===== config.mk =====
export PLATFORM = sky130hd
export DESIGN_NAME = ffrt_cell
export DESIGN_NICKNAME = d
export VERILOG_FILES = /design/src/ffrt_pkg.sv /design/src/ffrt_cell.sv
export SDC_FILE = /design/constraint.sdc
export NUM_CORES = 1
export LEC_CHECK = 0
export ABC_AREA = 1
export BUFFER_PORTS_ARGS = -buffer_cell sky130_fd_sc_hd__buf_4
export CAP_MARGIN = 20
export CORE_UTILIZATION = 35
export DETAILED_ROUTE_END_ITERATION = 16
export GPL_TIMING_DRIVEN = 0
export SYNTH_ARGS = -nofsm -noshare
export SYNTH_HDL_FRONTEND = slang
export SYNTH_SLANG_ARGS = --single-unit

===== constraint.sdc =====
create_clock -name clock -period 3.75 [get_ports clock]
set_input_delay 0.375 -clock clock [delete_from_list [all_inputs] [get_ports clock]]
set_output_delay 0.375 -clock clock [all_outputs]
set_load 0.01 [all_outputs]

===== src/ffrt_pkg.sv =====
// shared types and constants for the frame fragment reassembly table
package ffrt_pkg;

   localparam int unsigned SLOTS_DEFAULT = 20;
   localparam logic [15:0] STRIDE_RESET  = 16'd50000;

   typedef struct packed {
      logic [15:0] frame_stamp;
      logic [7:0]  section_index;
      logic [7:0]  section_total;
      logic [15:0] payload_length;
   } req_type;

   typedef struct packed {
      logic [4:0]  slot;
      logic [23:0] write_offset;
      logic        new_frame;
      logic        evicted_incomplete;
      logic [15:0] evicted_stamp;
      logic        frame_complete;
      logic [23:0] frame_size;
      logic [31:0] frames_received;
      logic [31:0] frames_dropped;
   } rsp_type;

   // lookup token handed from cell to cell
   typedef struct packed {
      logic        valid;
      logic        found;
      logic [15:0] stamp;
      logic [15:0] plen;
      logic        complete;
      logic [23:0] size;
      logic [15:0] old_stamp;
      logic        old_live;
   } token_type;

   // write into the slot under the claim pointer
   typedef struct packed {
      logic        en;
      logic [15:0] stamp;
      logic [7:0]  remaining;
      logic [23:0] bytes;
   } claim_type;

endpackage


===== src/ffrt_cell.sv =====
// one slot of the table: holds its entry and forwards the lookup token
module ffrt_cell #(
   parameter int unsigned IDX_W   = 5,
   parameter int unsigned CELL_ID = 0
) (
   input  logic                  clock,
   input  logic                  reset,
   input  logic [IDX_W-1:0]      claim_ptr,
   input  ffrt_pkg::claim_type   claim,
   input  ffrt_pkg::token_type   tok_in,
   input  logic [IDX_W-1:0]      slot_in,
   output ffrt_pkg::token_type   tok_out,
   output logic [IDX_W-1:0]      slot_out
);
   import ffrt_pkg::*;

   logic [15:0]    stamp_ff;
   logic [7:0]     remaining_ff;
   logic [23:0]    bytes_ff;
   token_type      tok_ff;
   token_type      tok_in_next;
   logic [IDX_W-1:0] slot_ff;
   logic [IDX_W-1:0] slot_in_next;

   logic        match;
   logic        mine;
   logic [7:0]  rem_dec;
   logic [23:0] bytes_sum;

   assign match     = tok_in.valid && !tok_in.found && (stamp_ff == tok_in.stamp);
   assign mine      = (claim_ptr == IDX_W'(CELL_ID));
   assign rem_dec   = remaining_ff - 8'd1;
   assign bytes_sum = bytes_ff + {8'd0, tok_in.plen};

   always_comb begin
      tok_in_next  = tok_in;
      slot_in_next = slot_in;
      if (match) begin
         tok_in_next.found    = 1'b1;
         tok_in_next.complete = (rem_dec == 8'd0);
         tok_in_next.size     = bytes_sum;
         slot_in_next         = IDX_W'(CELL_ID);
      end
      // snapshot of the entry a miss would take over
      if (mine) begin
         tok_in_next.old_stamp = stamp_ff;
         tok_in_next.old_live  = (remaining_ff != 8'd0);
      end
   end

   always_ff @(posedge clock) begin
      if (reset) begin
         stamp_ff     <= '0;
         remaining_ff <= '0;
         bytes_ff     <= '0;
         tok_ff.valid <= 1'b0;
      end else begin
         if (claim.en && mine) begin
            stamp_ff     <= claim.stamp;
            remaining_ff <= claim.remaining;
            bytes_ff     <= claim.bytes;
         end else if (match) begin
            remaining_ff <= rem_dec;
            bytes_ff     <= bytes_sum;
         end
         tok_ff.valid <= tok_in_next.valid;
      end
      tok_ff.found     <= tok_in_next.found;
      tok_ff.stamp     <= tok_in_next.stamp;
      tok_ff.plen      <= tok_in_next.plen;
      tok_ff.complete  <= tok_in_next.complete;
      tok_ff.size      <= tok_in_next.size;
      tok_ff.old_stamp <= tok_in_next.old_stamp;
      tok_ff.old_live  <= tok_in_next.old_live;
      slot_ff          <= slot_in_next;
   end

   assign tok_out  = tok_ff;
   assign slot_out = slot_ff;

endmodule


### After elaboration in Yosys (flattened, before gate mapping)

Cells that the tools add are included.

| word-level totals | value |
|---|---|
| register bits after elaboration | 129 |
| output and inout port bits | 81 |
| word-level logic and storage cells | 29 |

| cells by class | value |
|---|---|
| add/subtract/negate cells | 2 |
| eq/ne operators | 1 |
| multiplexer cells | 6 |
| reduce and logical (&&, ||, !) cells | 8 |

Operators with widths:

| cell | count |
|---|---|
| 24-bit two-way mux | 2 |
| 25-bit two-way mux | 1 |
| 24-bit by 16-bit adder with 24-bit output | 1 |
| 17-bit two-way mux | 1 |
| 16-bit == test | 1 |
| 8-bit two-way mux | 2 |
| 8-bit zero test | 1 |
| 8-bit nonzero test | 1 |
| 8-bit by 1-bit subtractor with 8-bit output, second input constant | 1 |
| 5-bit zero test | 1 |
| 1-bit logical AND | 3 |
| 2-bit nonzero test | 1 |
| 1-bit zero test | 1 |

### Longest topological paths before layout

| depth | value |
|---|---|
| depth after elaboration | 5 |
| depth in mapped cells | 14 |
| gate-level depth less buffers | 14 |

### Worst setup path after synthesis

OpenSTA, ideal clock, no wires.

| timing | value |
|---|---|
| path type | input port to flip-flop |
| start point | input tok_in[42] in the netlist's numbering |
| end point | register bytes_ff[4] |
| library setup time | 70 ps |
| arrival | 1770 ps |
| required time | 3680 ps |
| slack | 1910 ps |
| cell stages on the path | 10 |
| path buffers | 0 |
| cell sequence | ha_1 -> fa_1 -> nand2_1 -> nand2_1 -> and2_1 -> xor2_1 -> inv_1 -> o21ai_0 -> nand2_1 -> a21oi_1 |

| between the ends | value |
|---|---|
| longest elaborated chain between the ends | 3 |

RTL lines:

| item | line | RTL |
|---|---|---|
| from (decl) | ffrt_cell.sv:10 | `input ffrt_pkg::token_type tok_in,` |
| 24-bit by 16-bit adder with 24-bit output | ffrt_cell.sv:33 | `assign bytes_sum = bytes_ff + {8'd0, tok_in.plen};` |
| 24-bit two-way mux | ffrt_cell.sv:62 | `end else if (match) begin` |
| 24-bit two-way mux | ffrt_cell.sv:58 | `if (claim.en && mine) begin` |
| to (signal assigned) | ffrt_cell.sv:61 | `bytes_ff <= claim.bytes;` |
| to (signal assigned) | ffrt_cell.sv:64 | `bytes_ff <= bytes_sum;` |
| to (decl) | ffrt_cell.sv:19 | `logic [23:0] bytes_ff;` |

Every way passes these cells. The select of a mux whose other input is x is not followed.
A chain may end at the register's enable or synchronous reset.

### Final worst setup path

| timing | value |
|---|---|
| start point | register bytes_ff[0] |
| end point | register bytes_ff[4] |

| between the ends | value |
|---|---|
| longest elaborated chain between the ends | 3 |

RTL lines:

| item | line |
|---|---|
| 24-bit by 16-bit adder with 24-bit output | ffrt_cell.sv:33 |
| 24-bit two-way mux | ffrt_cell.sv:62 |
| 24-bit two-way mux | ffrt_cell.sv:58 |

Every way passes these cells. The select of a mux whose other input is x is not followed.

==> results.txt <==
----------------------------------------------------
[Outcome]
  Status ... complete, no violations

[Floorplan]
  Effective utilization at floorplan ... 35.8%
  Die area ... 18300 um2
  # rows ... 48
  Top-level I/O count ... 218
  Core Region ... 17400 um2
  Die H ... about 140 um
  Die extent in x ... 135 um

[Yosys]
  Largest cells by area after synthesis ... dfxtp_1, nand2_1, inv_1
  EDFF count, synth ... 0
  Share of flip-flops with an asynchronous set or reset ... 0%
  Yosys warns ... 0
  Average footprint of a synthesized cell ... 6.78 um2
  Count of state elements after synthesis ... 129
  Share of Yosys cell area claimed by the top area cell type ... 41.5%
  Register area share after synthesis ... 41.5%
  Top_reg_cell synth ... dfxtp_1
  Number of standard cells after synthesis ... ~920
  Unique masters post-synth ... 32
  Largest area contributor in the synthesized netlist ... dfxtp_1
  Total standard cell area after synthesis ... 6220 um2
  Net count after synthesis ... 1074

[Worst setup path]
  WS Path Type ... flop to flop
  Data required time of the worst path ... 4.10 ns
  Maximum fanout encountered on the critical timing path ... 4
  Arrival time of data at the critical path endpoint ... 2.44 ns
  Critical Path End Type ... flop
  Setup slack, reg-to-reg ... around 1.7 ns
  Startpoint class of the critical path ... flop

[Timing]
  Time the final worst path needs with I/O delays and setup ... 2.08 ns
  Period Utilization, post-route ... a little under three fifths
  Post-Route Skew ... 0.0146 ns
  Setup total negative slack ... 0 ns
  Worst-margin pin slew ... 0.612 ns
  Rel. slew slack ... between 50% and 60%
  Setup violators final ... 0
  Fmax ... 480 MHz
  Final Hold Vio Count ... 0
  RSZ-0062 raised after global routing ... no
  Max-slew violations ... 0
  Crit path setup slack, layout ... 1.67 ns

[Placement]
  GPL Wtd Cong ... 0.915
  Area after detailed placement ... between 8000 and 9000 um2
  Inst Count DP ... 1359
  Placement-stage worst setup slack ... 1.47 ns
  Detailed-placement wirelength estimate ... 15900 um
  Number of port buffers ... 216

[CTS]
  Post-CTS sizing ... 0
  # Post-CTS Setup Buffers ... 0
  Clock network latency to the later pin of the worst-skew pair ... 0.44 ns
  H-tree depth ... 4
  CTS clk-pin slew, worst paths ... 0.07 ns
  Clock sink count ... 129
  Clock tree from TritonCTS ... yes
  Clock tree root driver cell ... clkbuf_16
  Deepest clock path buffer count ... 2
  Number of buffers inserted by hold repair at cts ... 0
  Number of buffers created by CTS ... 17

[Global routing]
  Maximum number of pins on one net before global-route repair ... 17
  Wire length of the first global-routing pass ... just over 30000 um
  Vias in the first global route ... 6075
  GRT Overall Usage ... 22.2%
  Number of antenna violations at the first check in global routing ... 0
  Congestion Overflow GR ... 0

[Cells and area]
  Non-filler cells in the finished layout ... between 1000 and 1500
  Most common cell after layout, fill and taps aside ... nand2_1
  Final design area excluding fillers ... 8720 um2
  Antenna diodes ... 0
  Layout area overhead ... 40.2%
  Highest-count cells in the layout ignoring fill and taps ... nand2_1, buf_4, dfxtp_1
  Nets ... between 1000 and 1500
  Core Util, Final ... 50.3%
  Filler instances ... 1796
  Ratio of cells with drive above 1 in the final layout ... roughly 24%

[Worst hold path]
  Worst hold path type ... primary input to flop

[Route]
  Total via count in the routed design ... 6446
  Number of detailed-routing iterations run before antenna repair ... 5
  Post-route DRC ... 0
  Iter 0 DRT Violations ... 349
  Wire length reported by the detailed router ... 20000 um
  Average wire per cell in the routed design ... between 10 and 15 um
  Ratio of routed vias to standard cells ... 4.63
  Antenna violation net count after detailed routing ... 0

[Job]
  Count of maximum capacitance violations ... 0

[Power and ir drop]
  IR Drop Worst-Case VDD ... around 0.33 mV
  Power density over the cells ... 404 nW/um2
  Leakage power figure ... between 4 and 5 nW

----------------------------------------------------
## power by group
group / internal, mW / total, mW / switching, mW
Combinational: 0.197 / 0.369 / 0.172
Sequential: 1.42 / 1.44 / 0.0154
Clock: 0.997 / 1.71 / 0.715
## metrics by stage
stage / power, mW / hold slack (ns)
floorplan: 1.61 / 0.403
detailed placement: 1.84 / 0.464
global placement: 1.84 / 0.456
finish: 3.52 / 0.0527
global route: 3.65 / 0.0418
CTS: 3.55 / 0.0465
## worst max-delay path: stages, from the launching register on
cell and delay [ns]:
dfxtp_1 0.31, ha_1 0.25, fa_1 0.46, nand2_1 0.09, nand2_1 0.08, and2_1 0.19, xor2_1 0.20, inv_1 0.09
o21ai_0 0.15, nand2_1 0.07, a21oi_1 0.11
## Yosys cell counts (3+ instances only)
| master | number |
|---|---|
| a21oi_1 | 44 |
| and2_1 | 3 |
| buf_2 | 12 |
| buf_6 | 5 |
| clkbuf_1 | 11 |
| dfxtp_1 | 129 |
| ha_1 | 18 |
| inv_1 | 109 |
| inv_2 | 7 |
| nand2_1 | 329 |
| nand3_1 | 58 |
| nand3b_1 | 7 |
| nand4_1 | 18 |
| nor2_1 | 75 |
| nor2_2 | 3 |
| nor3_1 | 3 |
| o211a_1 | 4 |
| o21ai_0 | 50 |
| xnor2_1 | 6 |
| xor2_1 | 11 |
## layout make-up
type,instances,area (um2),share of cell area (%)
inverters,116,435,4.99
clock inverters,15,171,1.97
well taps,225,282,3.23
multi-input cells,643,3030,34.8
repair buffers,216,1620,18.6
clock buffers,17,425,4.88
plain buffers,30,173,1.98
flip-flops and latches,129,2580,29.6
## kinds of logic after synthesis
family / after synthesis / share of synthesized area, %
compound gates: 103 / 8.79
xor+xnor: 17 / 2.39
fa+ha+maj: 19 / 3.94
buf+inv: 146 / 9.77
flops: 129 / 41.5
simple gates: 504 / 33.6
## flip-flops by register name, indices dropped and copies added (netlist names)
name and cells:
tok_out 76, bytes_ff 24, stamp_ff 16, remaining_ff 8
slot_out 5
## final timing paths
path,from,to,cells past startpoint
worst min register to register,bytes_ff[0]$_SDFFE_PP0P_,bytes_ff[0]$_SDFFE_PP0P_,2
worst max register to register,bytes_ff[0]$_SDFFE_PP0P_,bytes_ff[4]$_SDFFE_PP0P_,10
worst max-delay path,bytes_ff[0]$_SDFFE_PP0P_,bytes_ff[4]$_SDFFE_PP0P_,10
worst min-delay path,tok_in[56],tok_out[56]$_DFF_P_,1
## per-layer routing
| metal | share of wire, % | GRT usage, % | vias to the layer above |
|---|---|---|---|
| met2 | 47 | 38.3 | 209 |
| met4 | 2.2 | 8.18 | 0 |
| met1 | 44 | 27.2 | 2861 |
| met5 | 0 | 0 | - |
| met3 | 6.3 | 4.60 | 26 |
| li1 | - | - | 3350 |
Power figures use the tool's default switching activity.
